==> config.mk <==
export PLATFORM = sky130hd
export DESIGN_NAME = oxm_tlv_stream_parser
export DESIGN_NICKNAME = d
export VERILOG_FILES = /design/src/hdl/otsp_pkg.sv /design/src/hdl/oxm_tlv_stream_parser.sv
export SDC_FILE = /design/constraint.sdc
export NUM_CORES = 1
export LEC_CHECK = 0
export BUFFER_PORTS_ARGS = -buffer_cell sky130_fd_sc_hd__buf_2
export CAP_MARGIN = 0
export CELL_PAD_IN_SITES_DETAIL_PLACEMENT = 0
export CELL_PAD_IN_SITES_GLOBAL_PLACEMENT = 1
export CORE_MARGIN = 3
export CORE_UTILIZATION = 35
export CTS_CLUSTER_SIZE = 10
export DETAILED_ROUTE_END_ITERATION = 8
export PLACE_DENSITY = 0.69
export RECOVER_POWER = 50
export SYNTH_ARGS = -nofsm -noshare
export SYNTH_HDL_FRONTEND = slang
export SYNTH_SLANG_ARGS = --single-unit
==> constraint.sdc <==
create_clock -name clk -period 8 [get_ports clk]
set_clock_uncertainty 0.05 [all_clocks]
set_input_delay 0.4 -clock clk [delete_from_list [all_inputs] [get_ports clk]]
set_output_delay 0.4 -clock clk [all_outputs]
set_load 0.005 [all_outputs]
==> src/hdl/otsp_pkg.sv <==
package otsp_pkg;

    // Role of a reported byte within its entry.
    typedef enum logic [2:0] {
        ROLE_CLASS_HI = 3'd0,
        ROLE_CLASS_LO = 3'd1,
        ROLE_FIELD    = 3'd2,
        ROLE_LENGTH   = 3'd3,
        ROLE_PAYLOAD  = 3'd4,
        ROLE_DROPPED  = 3'd5
    } byte_role_t;

    // Status reported with every byte.
    typedef enum logic [1:0] {
        STATUS_OK         = 2'd0,
        STATUS_TABLE_FULL = 2'd1,
        STATUS_TRUNCATED  = 2'd2
    } status_t;

    // Split of the field byte into field code and mask flag.
    localparam logic [7:0] FIELD_CODE_MASK = 8'hfe;
    localparam logic [7:0] HAS_MASK_MASK   = 8'h01;

endpackage

==> src/hdl/oxm_tlv_stream_parser.sv <==
// Match TLV stream parser. The block takes the serialized match list one byte per
// transfer on the byte channel (data_byte, message_end) and returns exactly one result
// transfer per byte on the result channel: the byte's role (class high, class low,
// field byte, length, payload or dropped), the index of its entry, the entry header
// decoded so far, the payload offset and data for payload bytes, an entry-complete
// flag, a status and an echo of message_end. Each entry is a big-endian 16-bit class,
// a field byte (field code in the upper seven bits, mask flag in bit 0), a length byte
// and that many payload bytes; a zero length finishes the entry on its length byte.
// Once MAX_ENTRIES entries are complete, the next class-high byte and every later byte
// of the message are reported as dropped with table-full status. A message_end on a
// byte that leaves an entry unfinished reports that byte with truncated status. After
// every byte marked message_end the parser starts over for the next message. The
// block sustains one byte per clock cycle while byte_stall is low: the phase and
// header registers are updated from the incoming byte, and the result lands in an
// output register. A new byte is taken while the previous result is still waiting,
// as long as that result is taken in the same cycle; byte_stall is high only while
// a held result is stalled.
module oxm_tlv_stream_parser #(
    parameter int MAX_ENTRIES = 16
) (
    input  logic       clk,
    input  logic       rst_n,

    input  logic       byte_valid,
    output logic       byte_stall,
    input  logic [7:0] data_byte,
    input  logic       message_end,

    output logic        result_valid,
    input  logic        result_stall,
    output logic [2:0]  byte_role,
    output logic [3:0]  entry_index,
    output logic [15:0] tlv_class,
    output logic [6:0]  field_code,
    output logic        has_mask,
    output logic [7:0]  payload_length,
    output logic [7:0]  payload_offset,
    output logic [7:0]  payload_byte,
    output logic        entry_complete,
    output logic [1:0]  status,
    output logic        message_done
);

    // The entry counter must be able to hold MAX_ENTRIES itself.
    localparam int CW = $clog2(MAX_ENTRIES + 1);

    // Parse phase. Dropping doubles as the latched table-full error.
    typedef enum logic [2:0] {
        PH_CLASS_HI = 3'd0,
        PH_CLASS_LO = 3'd1,
        PH_FIELD    = 3'd2,
        PH_LENGTH   = 3'd3,
        PH_PAYLOAD  = 3'd4,
        PH_DROP     = 3'd5
    } phase_t;

    phase_t          phase_reg, phase_next;
    logic [CW-1:0]   count_reg, count_next;
    logic [15:0]     class_reg, class_next;
    logic [6:0]      field_reg, field_next;
    logic            mask_reg, mask_next;
    logic [7:0]      length_reg, length_next;
    logic [7:0]      offset_reg, offset_next;

    logic            valid_reg;
    logic [2:0]      role_reg, role_next;
    logic [3:0]      index_reg;
    logic [15:0]     tclass_reg, tclass_next;
    logic [6:0]      fcode_reg, fcode_next;
    logic            hmask_reg, hmask_next;
    logic [7:0]      plen_reg, plen_next;
    logic [7:0]      poff_reg, poff_next;
    logic [7:0]      pbyte_reg, pbyte_next;
    logic            done_reg, done_next;
    logic [1:0]      status_reg, status_next;
    logic            mdone_reg;

    logic            accept;
    logic [7:0]      offset_inc;
    logic [CW+3:0]   count_wide;

    // A byte is taken unless a finished result is waiting on a stalled receiver.
    assign byte_stall = valid_reg && result_stall;
    assign accept     = byte_valid && !byte_stall;

    assign offset_inc = offset_reg + 8'd1;
    assign count_wide = {4'd0, count_reg};

    // Phase update and result decode for the incoming byte.
    always_comb
    begin
        phase_next  = phase_reg;
        count_next  = count_reg;
        class_next  = class_reg;
        field_next  = field_reg;
        mask_next   = mask_reg;
        length_next = length_reg;
        offset_next = offset_reg;
        role_next   = otsp_pkg::ROLE_DROPPED;
        poff_next   = 8'd0;
        pbyte_next  = 8'd0;
        done_next   = 1'b0;

        unique case (phase_reg)
            PH_CLASS_HI:
            begin
                if (count_reg >= CW'(MAX_ENTRIES))
                begin
                    phase_next = PH_DROP;
                end
                else
                begin
                    class_next  = {data_byte, 8'd0};
                    field_next  = 7'd0;
                    mask_next   = 1'b0;
                    length_next = 8'd0;
                    offset_next = 8'd0;
                    role_next   = otsp_pkg::ROLE_CLASS_HI;
                    phase_next  = PH_CLASS_LO;
                end
            end
            PH_CLASS_LO:
            begin
                class_next = {class_reg[15:8], data_byte};
                role_next  = otsp_pkg::ROLE_CLASS_LO;
                phase_next = PH_FIELD;
            end
            PH_FIELD:
            begin
                field_next = 7'((data_byte & otsp_pkg::FIELD_CODE_MASK) >> 1);
                mask_next  = |(data_byte & otsp_pkg::HAS_MASK_MASK);
                role_next  = otsp_pkg::ROLE_FIELD;
                phase_next = PH_LENGTH;
            end
            PH_LENGTH:
            begin
                length_next = data_byte;
                offset_next = 8'd0;
                role_next   = otsp_pkg::ROLE_LENGTH;
                if (data_byte == 8'd0)
                begin
                    done_next  = 1'b1;
                    count_next = count_reg + CW'(1);
                    phase_next = PH_CLASS_HI;
                end
                else
                begin
                    phase_next = PH_PAYLOAD;
                end
            end
            PH_PAYLOAD:
            begin
                role_next   = otsp_pkg::ROLE_PAYLOAD;
                poff_next   = offset_reg;
                pbyte_next  = data_byte;
                offset_next = offset_inc;
                if (offset_inc >= length_reg)
                begin
                    done_next  = 1'b1;
                    count_next = count_reg + CW'(1);
                    phase_next = PH_CLASS_HI;
                end
            end
            default:
            begin
                phase_next = PH_DROP;
            end
        endcase

        // Header fields show the entry as decoded through this byte; the
        // class reads zero on the class-high byte and all read zero when dropped.
        if (phase_next == PH_DROP)
        begin
            tclass_next = 16'd0;
            fcode_next  = 7'd0;
            hmask_next  = 1'b0;
            plen_next   = 8'd0;
        end
        else
        begin
            tclass_next = (role_next == otsp_pkg::ROLE_CLASS_HI) ? 16'd0 : class_next;
            fcode_next  = field_next;
            hmask_next  = mask_next;
            plen_next   = length_next;
        end

        if (phase_next == PH_DROP)
            status_next = otsp_pkg::STATUS_TABLE_FULL;
        else if (message_end && phase_next != PH_CLASS_HI)
            status_next = otsp_pkg::STATUS_TRUNCATED;
        else
            status_next = otsp_pkg::STATUS_OK;
    end

    // Parser state: every message end returns it to its starting values.
    always_ff @(posedge clk or negedge rst_n)
    begin
        if (!rst_n)
        begin
            phase_reg  <= PH_CLASS_HI;
            count_reg  <= '0;
            class_reg  <= 16'd0;
            field_reg  <= 7'd0;
            mask_reg   <= 1'b0;
            length_reg <= 8'd0;
            offset_reg <= 8'd0;
        end
        else if (accept)
        begin
            if (message_end)
            begin
                phase_reg  <= PH_CLASS_HI;
                count_reg  <= '0;
                class_reg  <= 16'd0;
                field_reg  <= 7'd0;
                mask_reg   <= 1'b0;
                length_reg <= 8'd0;
                offset_reg <= 8'd0;
            end
            else
            begin
                phase_reg  <= phase_next;
                count_reg  <= count_next;
                class_reg  <= class_next;
                field_reg  <= field_next;
                mask_reg   <= mask_next;
                length_reg <= length_next;
                offset_reg <= offset_next;
            end
        end
    end

    // Result valid flag.
    always_ff @(posedge clk or negedge rst_n)
    begin
        if (!rst_n)
            valid_reg <= 1'b0;
        else if (accept)
            valid_reg <= 1'b1;
        else if (!result_stall)
            valid_reg <= 1'b0;
    end

    // Result payload, loaded on every accepted byte.
    always_ff @(posedge clk)
    begin
        if (accept)
        begin
            role_reg   <= role_next;
            index_reg  <= count_wide[3:0];
            tclass_reg <= tclass_next;
            fcode_reg  <= fcode_next;
            hmask_reg  <= hmask_next;
            plen_reg   <= plen_next;
            poff_reg   <= poff_next;
            pbyte_reg  <= pbyte_next;
            done_reg   <= done_next;
            status_reg <= status_next;
            mdone_reg  <= message_end;
        end
    end

    assign result_valid   = valid_reg;
    assign byte_role      = role_reg;
    assign entry_index    = index_reg;
    assign tlv_class      = tclass_reg;
    assign field_code     = fcode_reg;
    assign has_mask       = hmask_reg;
    assign payload_length = plen_reg;
    assign payload_offset = poff_reg;
    assign payload_byte   = pbyte_reg;
    assign entry_complete = done_reg;
    assign status         = status_reg;
    assign message_done   = mdone_reg;

endmodule

==> results of run 1 <==
==> routing by layer <==
layer	part of all wire (%)	wire length [um]	GRT usage [%]	vias to the layer above
met5	0	0	0	-
met4	1.1	131	4.59	0
met3	5.0	586	2.82	9
met2	48	5640	25.9	94
met1	46	5420	21.8	1745
li1	-	-	-	1672
==> power by group through the flow <==
stage               Clock, mW  Sequential (mW)  Combinational [mW]
floorplan                   0            0.741               0.258
global placement            0            0.759               0.366
detailed placement          0            0.761               0.369
CTS                     0.461            0.750               0.371
global route            0.489            0.763               0.402
finish                  0.451            0.750               0.356
==> path summary, 6_finish.rpt <==
| path | start | end | slack (ns) | cells after the start |
|---|---|---|---|---|
| worst max register to register | phase_reg[1]$_DFFE_PN0P_ | count_reg[4]$_DFFE_PN0P_ | 4.07 | 5 |
| min in group asynchronous | rst_n | offset_reg[1]$_DFFE_PN0P_ | 0.98 | 2 |
| worst min register to register | class_reg[7]$_DFFE_PN0P_ | class_reg[7]$_DFFE_PN0P_ | 0.45 | 1 |
| max in group asynchronous | rst_n | class_reg[12]$_DFFE_PN0P_ | 5.36 | 2 |
| worst max-delay path | phase_reg[1]$_DFFE_PN0P_ | count_reg[4]$_DFFE_PN0P_ | 4.07 | 5 |
| worst min-delay path | byte_valid | result_valid$_DFFE_PN0P_ | 0.23 | 2 |
==> logic make-up after synthesis <==
logic type               synth area share, %
AO/OA/AOI/OAI                           17.6
XOR/XNOR                                1.26
adder cells (fa/ha/maj)                 2.57
buffers and inverters                   3.37
flip-flops                              61.6
multiplexers                           0.849
AND/OR/NAND/NOR                         12.8
==> metrics by stage <==
step	hold WS, ns	cell area (sq um)	power [mW]	worst slack [ns]
finish	0.227	5610	1.56	4.07
global route	0.253	5610	1.65	3.59
CTS	0.150	5680	1.58	4.93
detailed placement	0.439	5380	1.13	4.97
global placement	0.431	5380	1.12	5.00
floorplan	0.0544	4870	0.999	4.33
==> cell usage after synthesis (4+ instances only) <==
cell / n
dfrtp_1: 49
clkbuf_1: 19
xnor2_1: 4
o21ai_1: 5
nor2_1: 17
o22ai_1: 9
edfxtp_1: 59
o21ai_0: 28
ha_1: 10
and3_1: 20
nor3_1: 7
a22o_1: 36
nand3_1: 6
a21oi_1: 13
nand2_1: 46
a22oi_1: 19
and2_1: 9
inv_1: 14
==> final cells by class <==
type                    count  area share, %
clock buffers               9           4.01
clock inverters             7           1.34
inverters                  14          0.937
multi-input cells         267           30.2
flip-flops and latches    108           53.4
well taps                 176           3.93
repair buffers             78           6.18
==> cells in the final DEF (no fill, tap or decap), types with 2 or more instances in the layout <==
cell type / instances
inv_1: 13
clkbuf_1: 38
or4_4: 2
clkinv_1: 2
dfrtp_1: 49
clkinv_4: 2
nor3_1: 8
buf_2: 37
nand2b_1: 2
a22o_1: 36
o21a_1: 3
o31ai_1: 3
and3_1: 20
clkbuf_16: 9
a22oi_1: 19
edfxtp_1: 59
nor2_1: 17
o21ai_0: 28
or2_1: 2
buf_4: 2
a21o_1: 2
a21oi_1: 13
mux2i_1: 3
nand3_1: 6
o21ai_1: 5
o22ai_1: 9
ha_1: 10
xor2_1: 3
nor4_1: 2
nand2_1: 46
xnor2_1: 4
nor2b_1: 3
and2_1: 9
==> reports/metrics.yaml, run 1 <==
outcome:
  outcome: "finished with violations"
  violations: "capacitance limit, slew limit"
timing:
  hold_viol: 0
  period_share_pct: 49.1
  maxSlewHeadroom_pct: -83.8
  rsz0062_at_grt: "false"
  tightest_slew_ns: 2.76
  finalSetupViolations: 0
  fmax_mhz: 255
  period_needed_ns: 3.93
  tns_ns: 0
  maxSlewViolCount: 69
worst_setup_path:
  worstSetupPathType: "register to register"
  crit_fanout: 27
  critPathTopFamily: "simple AND/OR/NAND/NOR gates"
  cp_data_arrival_time_ns: 4.15
  crit_slowest_cell: "nor3_1"
  crit_path_end_kind: "register"
  required_ns: 8.22
  crit_chain: "clkbuf_1 > nor3_1 > a22o_1 > or4b_1 > o21ai_1"
  max_stage_delay_ns: 1.68
  critPathLaunchType: "register"
  critical_path_buf_inv_count: 1
final_layout:
  antenna_cells: 0
  final_cells: 659
  multi_input_area_sq_um: 1690
  layout-drive-gt1-share_pct: 12.2
  nets: 501
  syn2layout_area_growth_pct: 15.3
  final_util_pct: 41.9
  fillCellCount: 1278
  regArea_sq_um: 3000
synthesis:
  synth_ff_type: "edfxtp_1"
  yosysWarnings: 0
  synth_top_cells_by_area: "edfxtp_1 (36%), dfrtp_1 (25%), a22o_1 (6.5%)"
  synth_top_area_cell: "edfxtp_1"
  synth_nets: 437
  synthCells: 414
  synth_area_sq_um: 4870
  ys_seq_elements: 108
  async_flop_share_pct: 45.4
  synth_top_area_share_pct: 36.4
  yosysUniqueCellTypes: 44
  syn_avg_cell_area_sq_um: 11.8
  synth_edf_count: 59
  ys_seq_area_share_pct: 61.6
global_route:
  grt_max_degree: 71
  grt_overflow: 0
  antenna_found_initial: 0
  grt_pass1_vias: 3449
  grt.total_usage_pct: 15.9
  grt_pass1_wl_mm: 18.5
clock_tree:
  clkSinkCount: 108
  cts_tree: "yes"
  clkLatencyLatePin_ns: 0.34
  clkTransAtPathRegs_ns: 0.07
  cts_setup_buffers: 0
  hold_buffers: 0
  clockRootBuffer: "clkbuf_16"
  htree_num_levels: 3
  cts_buffers: 9
  cts_resized: 0
  cts.path.max_buffers: 2
floorplan:
  die_h_um: 124
  coreArea_sq_um: 13400
  initial_core_util_pct: 36.3
  die_area_sq_um: 15400
  die_x_um: 124
  ioPinCount: 74
  rows: 42
power:
  internal_power_mw: 1.06
  ir_drop_mv: 0.0984
  pwr-share-comb_pct: 22.9
  power_frac_clock_pct: 28.9
  p_leak_nw: 2.31
  p_sw_share_pct: 31.9
  seqPwrFrac_pct: 48.2
  power.density_nw_per_um2: 277
  p_switching_uw: 497
routing:
  post-route-drc-count: 0
  drt_iter0_markers: 301
  ant_nets: 0
  viasPerCell: 5.34
  wirelength_mm: 11.8
  wire_per_inst_um: 17.9
  drt-pass1-iter-count: 5
  vias: 3520
hold_path:
  hp-class: "input pin to register"
placed_design:
  numPortBuffers: 73
  gp_congestion: 0.792
  numPlacedInstances: 643
  dp_hpwl_mm: 7.72
flow_run:
  maxCapViolCount: 2
Note: power is estimated with default switching activity, not from simulation.
==> run 2, diff against run 1 <==
--- a/config.mk
+++ b/config.mk
@@ -5,6 +5,7 @@
 export SDC_FILE = /design/constraint.sdc
 export NUM_CORES = 1
 export LEC_CHECK = 0
+export ABC_AREA = 1
 export BUFFER_PORTS_ARGS = -buffer_cell sky130_fd_sc_hd__buf_2
 export CAP_MARGIN = 0
 export CELL_PAD_IN_SITES_DETAIL_PLACEMENT = 0
@@ -13,7 +14,7 @@
 export CORE_UTILIZATION = 35
 export CTS_CLUSTER_SIZE = 10
 export DETAILED_ROUTE_END_ITERATION = 8
-export PLACE_DENSITY = 0.69
+export PLACE_DENSITY = 0.73
 export RECOVER_POWER = 50
 export SYNTH_ARGS = -nofsm -noshare
 export SYNTH_HDL_FRONTEND = slang
==> constraint.sdc (replaced) <==
create_clock -name clk -period 3.2 [get_ports clk]
set_clock_uncertainty 0.05 [all_clocks]
set_input_delay 0.16 -clock clk [delete_from_list [all_inputs] [get_ports clk]]
set_output_delay 0.16 -clock clk [all_outputs]
set_load 0.005 [all_outputs]
==> reports/metrics.yaml, run 2 <==
final_layout:
  final_util_pct: 42.1  # +0.28 points
  antenna_cells: 0  # unchanged
  nets: 553  # +10%
  final_cells: 711  # +7.9%
  final_cell_mix: "inv_1 (68), nand2_1 (65), nor2_1 (62), edfxtp_1 (59), dfrtp_1 (49)"
  syn2layout_area_growth_pct: 17.1
  final_common_cell: "inv_1"
  final_area_sq_um: 5630  # +0.27%
  fillCellCount: 1329  # +4.0%
  layout-drive-gt1-share_pct: 15.1  # +2.9 points
synthesis:
  ys_seq_elements: 108  # unchanged
  synth_area_sq_um: 4800  # -1.3%
  yosysWarnings: 0  # unchanged
  synthTopCellsByCount: "inv_1 (66), nand2_1 (63), nor2_1 (61)"
  synth.most_common_cell: "inv_1"
  synth_edf_count: 59  # unchanged
  synthCells: 452  # +9.2%
  synth_top_area_cell: "edfxtp_1"
  yosysUniqueCellTypes: 32  # -27%
  synth_top_cells_by_area: "edfxtp_1 (37%), dfrtp_1 (26%), inv_1 (5.2%)"
  syn_avg_cell_area_sq_um: 10.6  # -9.6%
  async_flop_share_pct: 45.4  # unchanged
  ys_seq_area_share_pct: 62.4  # +0.82 points
  synth_nets: 475  # +8.7%
  synth_top_area_share_pct: 36.9  # +0.48 points
  synth_ff_type: "edfxtp_1"
power:
  p_switching_mw: 1.05  # +110%
  p_leak_nw: 2.43  # +5.0%
  seqPwrFrac_pct: 48.6  # +0.4 points
  p_sw_share_pct: 29.6  # -2.3 points
  internal_power_mw: 2.50  # +140%
  total_power_mw: 3.56  # +130%
  power_frac_clock_pct: 32.1  # +3.2 points
  pwr-share-comb_pct: 19.3  # -3.6 points
  ir_drop_mv: 0.257  # +160%
  power.density_nw_per_um2: 632  # +130%
clock_tree:
  clkTransAtPathRegs_ns: 0.07  # about the same
  cts.path.max_buffers: 2  # unchanged
  clkLatencyLatePin_ns: 0.35  # about the same
  cts_resized: 0  # unchanged
  clockRootBuffer: "clkbuf_16"
  hold_buffers: 3  # +3
  cts_buffers: 9  # unchanged
  htree_num_levels: 3  # unchanged
  cts_setup_buffers: 0  # unchanged
  clkSinkCount: 108  # unchanged
  cts_tree: "yes"
routing:
  ant_nets: 0  # unchanged
  post-route-drc-count: 0  # unchanged
  drt-pass1-iter-count: 4  # -1
  viasPerCell: 4.77  # -11%
  drt_iter0_markers: 175  # -42%
  wire_per_inst_um: 14.8  # -17%
  vias: 3395  # -3.6%
  wirelength_mm: 10.5  # -11%
global_route:
  grt_max_degree: 85  # +20%
  met3_usage_pct: 2.20  # -0.62 points
  grt.busiest_layer: "met2"
  met1_usage_pct: 20.3  # -1.5 points
  antenna_found_initial: 0  # unchanged
  grt_pass1_vias: 3340  # -3.2%
  use_met2_pct: 23.9  # -2.0 points
  grt_overflow: 0  # unchanged
  grt.total_usage_pct: 14.8  # -1.0 points
  grt_pass1_wl_mm: 17.1  # -7.6%
placed_design:
  gp_congestion: 0.788  # -0.51%
  dpl_cell_area_sq_um: 5330  # -0.81%
  dp_hpwl_mm: 7.22  # -6.5%
  numPortBuffers: 73  # unchanged
  numPlacedInstances: 692  # +7.6%
worst_setup_path:
  rrSetupSlack_ns: 0.72  # -3.35 ns
  cp-startpoint: "offset_reg[2]$_DFFE_PN0P_"
  worstSetupPathType: "register to register"
  crit_path_end_kind: "register"
  r2r-start: "offset_reg[2]$_DFFE_PN0P_"
  crit_top_cell: "nand2_1"
  rr_worst_depth: 13  # +8
  critPathTopFamily: "simple AND/OR/NAND/NOR gates"
  critPathLaunchType: "register"
  cp_data_arrival_time_ns: 2.52  # -1.63 ns
  required_ns: 3.25  # -4.97 ns
  critical_path_buf_inv_count: 1  # unchanged
  crit_fanout: 3  # -89%
  r2r-end: "status[1]$_SDFFCE_PN0P_"
  cp_num_cells: 13  # +8
  max_stage_delay_ns: 0.38  # -1.30 ns
  crit_chain: "inv_1 > nor3_2 > nand3_1 > nor2_1 > nand3_1 > and2_1 > ha_1 > nand2_1 > o21a_1 > nand2_1 > nand2_1 > o21ai_0 > nor2_1"
  crit_end: "status[1]$_SDFFCE_PN0P_"
  crit_slowest_cell: "dfrtp_1"
flow_run:
  maxCapViolCount: 0  # -2
floorplan:
  rows: 42  # unchanged
  ioPinCount: 74  # unchanged
  die_x_um: 123  # -0.63%
  coreArea_sq_um: 13300  # -0.39%
  initial_core_util_pct: 36.0  # -0.34 points
  die_area_sq_um: 15200  # -1.2%
  die_h_um: 123  # -0.63%
timing:
  fmax_mhz: 404  # +59%
  maxSlewViolCount: 0  # -100%
  hold_viol: 0  # unchanged
  maxSlewHeadroom_pct: 12.2  # +96 points
  period_share_pct: 77.4  # +28 points
  tightest_slew_ns: 1.32  # -1.44 ns
  rsz0062_at_grt: "false"
  period_needed_ns: 2.48  # -1.45 ns
  tns_ns: 0  # unchanged
  finalSetupViolations: 0  # unchanged
hold_path:
  hp-class: "input pin to register"
outcome:
  outcome: "complete, no violations"
## run 2: cell count changes after synthesis, moves of 7 or more
cell / change
o22ai_1: +19
nor2_1: +44
and2_1: -8
and3_1: -20
o211ai_1: +7
nand2_1: +17
clkbuf_1: -15
inv_1: +52
o21ai_0: -13
nor2_4: +7
a22o_1: -36
a21oi_1: -10
## run 2: kinds of logic after synthesis
group | synth area share, %
and+or+nand+nor | 15.4
buffers and inverters | 7.22
xor gates and xnor gates | 1.46
adders and majority gates | 2.61
DFF | 62.4
AOI/OAI and AO/OA | 10.9
## run 2: worst min path at each step
stage / from / to / slack, ns / depth (start not counted)
floorplan: rst_n / class_reg[0]$_DFFE_PN0P_ / -0.19 / 0
global placement: rst_n / class_reg[3]$_DFFE_PN0P_ / 0.13 / 1
detailed placement: rst_n / class_reg[14]$_DFFE_PN0P_ / 0.13 / 1
CTS: message_end / message_done$_DFFE_PP_ / 0.13 / 1
global route: data_byte[0] / class_reg[0]$_DFFE_PN0P_ / 0.15 / 3
finish: data_byte[1] / class_reg[1]$_DFFE_PN0P_ / 0.15 / 3
## run 2: layer usage
metal	vias up	routed length, um
met5	-	0
met4	0	192
met3	11	418
met2	78	5070
met1	1636	4850
li1	1670	-
## run 2: stage by stage
stage	hold WS, ns	setup slack [ns]
3_3_place_gp	0.131	0.851
2_1_floorplan	-0.186	0.200
5_1_grt	0.154	0.472
4_1_cts	0.125	0.734
3_5_place_dp	0.129	0.761
6_report	0.145	0.724
## run 2: final cells by class
type,instances,area [sq um],share of cell area (%)
multi-input combinational,260,1450,25.7
inverter,72,270,4.80
timing repair buffer,79,375,6.67
sequential,108,3000,53.3
clock inverter,3,23.8,0.423
tap,176,220,3.91
clock buffer,13,293,5.20
## run 2: power groups by stage
stage / Clock, mW / Combinational [mW] / Sequential [mW]
6_report: 1.14 / 0.688 / 1.73
5_1_grt: 1.23 / 0.782 / 1.74
4_1_cts: 1.18 / 0.709 / 1.73
3_5_place_dp: 0 / 0.702 / 1.76
3_3_place_gp: 0 / 0.689 / 1.75
2_1_floorplan: 0 / 0.496 / 1.76
## run 2: worst register-to-register path: stages (launching register included)
cell and delay [ns]:
dfrtp_1 0.38, inv_1 0.09, nor3_2 0.22, nand3_1 0.15
nor2_1 0.15, nand3_1 0.11, and2_1 0.17, ha_1 0.29
nand2_1 0.07, o21a_1 0.18, nand2_1 0.07, nand2_1 0.10
o21ai_0 0.12, nor2_1 0.07
==> run 3, diff against run 2 <==
==> constraint.sdc (replaced) <==
create_clock -name clk -period 2 [get_ports clk]
set_clock_uncertainty 0.05 [all_clocks]
set_input_delay 0.1 -clock clk [delete_from_list [all_inputs] [get_ports clk]]
set_output_delay 0.1 -clock clk [all_outputs]
set_load 0.005 [all_outputs]
==> reports/metrics.yaml, run 3 (synthesized netlist as in run 2, its figures left out) <==
outcome:
  outcome: "finished with violations"
  violations: "setup timing"
final_layout:
  syn2layout_area_growth_pct: 23.2
  nets: 577  # +4.3%
  final_common_cell: "inv_1"
  layout-drive-gt1-share_pct: 24.0  # +8.8 points
  final_cell_mix: "inv_1 (64), nand2_1 (60), nor2_1 (59), edfxtp_1 (59), dfrtp_1 (49)"
  fillCellCount: 1315  # -1.1%
  antenna_cells: 0  # unchanged
  final_area_sq_um: 5920  # +5.2%
  final_cells: 735  # +3.4%
timing:
  period_share_pct: 113  # +36 points
  hold_viol: 0  # unchanged
  maxSlewViolCount: 0  # unchanged
  tns_ns: -1.91  # -1.91 ns
  period_needed_ns: 2.27  # -0.211 ns
  maxSlewHeadroom_pct: 12.3  # +0.048 points
  rsz0062_at_grt: "true"
  finalSetupViolations: 8  # +8
  fin_ws_ns: -0.265  # -0.989 ns
  fmax_mhz: 441  # +9.3%
  tightest_slew_ns: 1.32  # -0.000719 ns
clock_tree:
  clkTransAtPathRegs_ns: 0.07  # about the same
  cts_buffers: 9  # unchanged
  htree_num_levels: 3  # unchanged
  cts_tree: "yes"
  clkSinkCount: 108  # unchanged
  clkLatencyLatePin_ns: 0.35  # about the same
  cts.path.max_buffers: 2  # unchanged
  clockRootBuffer: "clkbuf_16"
floorplan:
  ioPinCount: 74  # unchanged
  die_x_um: 123  # unchanged
  die_area_sq_um: 15200  # unchanged
  coreArea_sq_um: 13300  # unchanged
  initial_core_util_pct: 36.0  # unchanged
  rows: 42  # unchanged
  die_h_um: 123  # unchanged
routing:
  post-route-drc-count: 0  # unchanged
  ant_nets: 0  # unchanged
  drt-pass1-iter-count: 4  # unchanged
  viasPerCell: 4.88  # +2.2%
  wire_per_inst_um: 15.0  # +1.2%
  drt_iter0_markers: 218  # +25%
  vias: 3586  # +5.6%
  wirelength_mm: 11.0  # +4.6%
placed_design:
  numPlacedInstances: 711  # +2.7%
  numPortBuffers: 73  # unchanged
  gp_congestion: 0.803  # +1.9%
  dpl_worst_slack_ns: -0.266  # -1.03 ns
  dpl_cell_area_sq_um: 5500  # +3.0%
  dp_hpwl_mm: 7.48  # +3.6%
worst_setup_path:
  rrSetupSlack_ns: -0.27  # -0.99 ns
  critPathLaunchType: "register"
  required_ns: 2.18  # -1.07 ns
  crit_slowest_cell: "dfrtp_1"
  cp_data_arrival_time_ns: 2.45  # -0.07 ns
  rr_worst_depth: 15  # +2
  crit_chain: "inv_2 > nor3_4 > nand3_2 > buf_4 > xor2_2 > inv_1 > ha_4 > a21oi_1 > o21a_1 > nand2_2 > nand2_4 > nand2_4 > nand2_4 > nand2_1 > nand2_1"
  r2r-start: "offset_reg[0]$_DFFE_PN0P_"
  crit_top_cell: "nand2_4"
  worstSetupPathType: "register to register"
  critical_path_buf_inv_count: 3  # +2
  crit_path_end_kind: "register"
  crit_fanout: 6  # +3
  r2r-end: "count_reg[2]$_DFFE_PN0P_"
  critPathTopFamily: "simple AND/OR/NAND/NOR gates"
  max_stage_delay_ns: 0.38  # about the same
power:
  ir_drop_mv: 0.473  # +84%
  total_power_mw: 5.73  # +61%
  p_sw_share_pct: 30.3  # +0.74 points
  power_frac_clock_pct: 31.2  # -0.9 points
  seqPwrFrac_pct: 48.3  # -0.3 points
  pwr-share-comb_pct: 20.5  # +1.2 points
  power.density_nw_per_um2: 968  # +53%
  p_switching_mw: 1.74  # +65%
  p_leak_nw: 2.57  # +5.6%
  internal_power_mw: 3.99  # +59%
flow_run:
  maxCapViolCount: 0  # unchanged
global_route:
  grt_pass1_wl_mm: 17.7  # +3.1%
  grt_max_degree: 63  # -26%
  grt.total_usage_pct: 15.2  # +0.35 points
  grt_overflow: 0  # unchanged
  grt_pass1_vias: 3503  # +4.9%
  antenna_found_initial: 0  # unchanged
hold_path:
  hold_path_startpoint: "message_end"
  holdPathEnd: "message_done$_DFFE_PP_"
  min_path_cells: 1  # -2
  hp-class: "input pin to register"
[run 3: changes by cell type in the layout (fill, tap and decap cells not counted), moves of 5 or more]
cell	change
nand2_1	-5
buf_4	+22
buf_2	+6
clkbuf_1	-5
[run 3: worst max path at each step]
stage	start	end	slack (ns)	depth (start not counted)
5_1_grt	offset_reg[0]$_DFFE_PN0P_	count_reg[0]$_DFFE_PN0P_	-0.48	16
3_3_place_gp	offset_reg[0]$_DFFE_PN0P_	count_reg[4]$_DFFE_PN0P_	-0.22	15
3_5_place_dp	offset_reg[0]$_DFFE_PN0P_	count_reg[3]$_DFFE_PN0P_	-0.27	16
4_1_cts	offset_reg[1]$_DFFE_PN0P_	count_reg[3]$_DFFE_PN0P_	-0.24	15
2_1_floorplan	offset_reg[0]$_DFFE_PN0P_	status[1]$_SDFFCE_PN0P_	-0.16	13
6_report	offset_reg[0]$_DFFE_PN0P_	count_reg[2]$_DFFE_PN0P_	-0.27	15
[run 3: per-stage QoR]
stage	util (%)	hold slack, ns
global route	44.3	0.0817
CTS	43.9	0.0692
global placement	41.2	0.202
floorplan	-	-0.246
detailed placement	41.2	0.211
finish	44.3	0.0705
[run 3: final cells by class]
type / instances / area, sq um / area share, %
clock buffer: 11 / 233 / 3.93
tap: 176 / 220 / 3.72
clock inverter: 5 / 60.1 / 1.01
inverter: 72 / 270 / 4.57
sequential: 108 / 3000 / 50.7
timing repair buffer: 103 / 579 / 9.79
multi-input combinational: 260 / 1560 / 26.3
[run 3: worst reg2reg max path: cells and delay by family, from the launching register on]
kind | cells | cell delay [ns]
compound gates | 2 | 0.25
xor+xnor | 1 | 0.13
fa+ha+maj | 1 | 0.27
buf+inv | 3 | 0.31
flops | 1 | 0.38
simple gates | 8 | 0.76
[run 3: per-layer routing]
layer	track usage, %	wire (um)
met5	0	0
met3	2.65	698
met1	20.8	4880
met4	6.37	211
met2	23.9	5230
[run 3: power groups by stage]
stage / clock network (mW) / registers, mW / logic, mW
after floorplan: 0 / 2.80 / 0.799
after global placement: 0 / 2.81 / 1.14
after detailed placement: 0 / 2.81 / 1.17
after CTS: 1.82 / 2.77 / 1.18
after global routing: 1.90 / 2.80 / 1.35
final: 1.79 / 2.77 / 1.18
[run 3: timing repair]
item	CTS	global route
pin swaps	8	10
cloned	0	0
hold buffers	3	0
resized for setup	6	13
buffers inserted	2	3
endpoints found under the hold margin	50	0
endpoints found under the setup margin	8	8
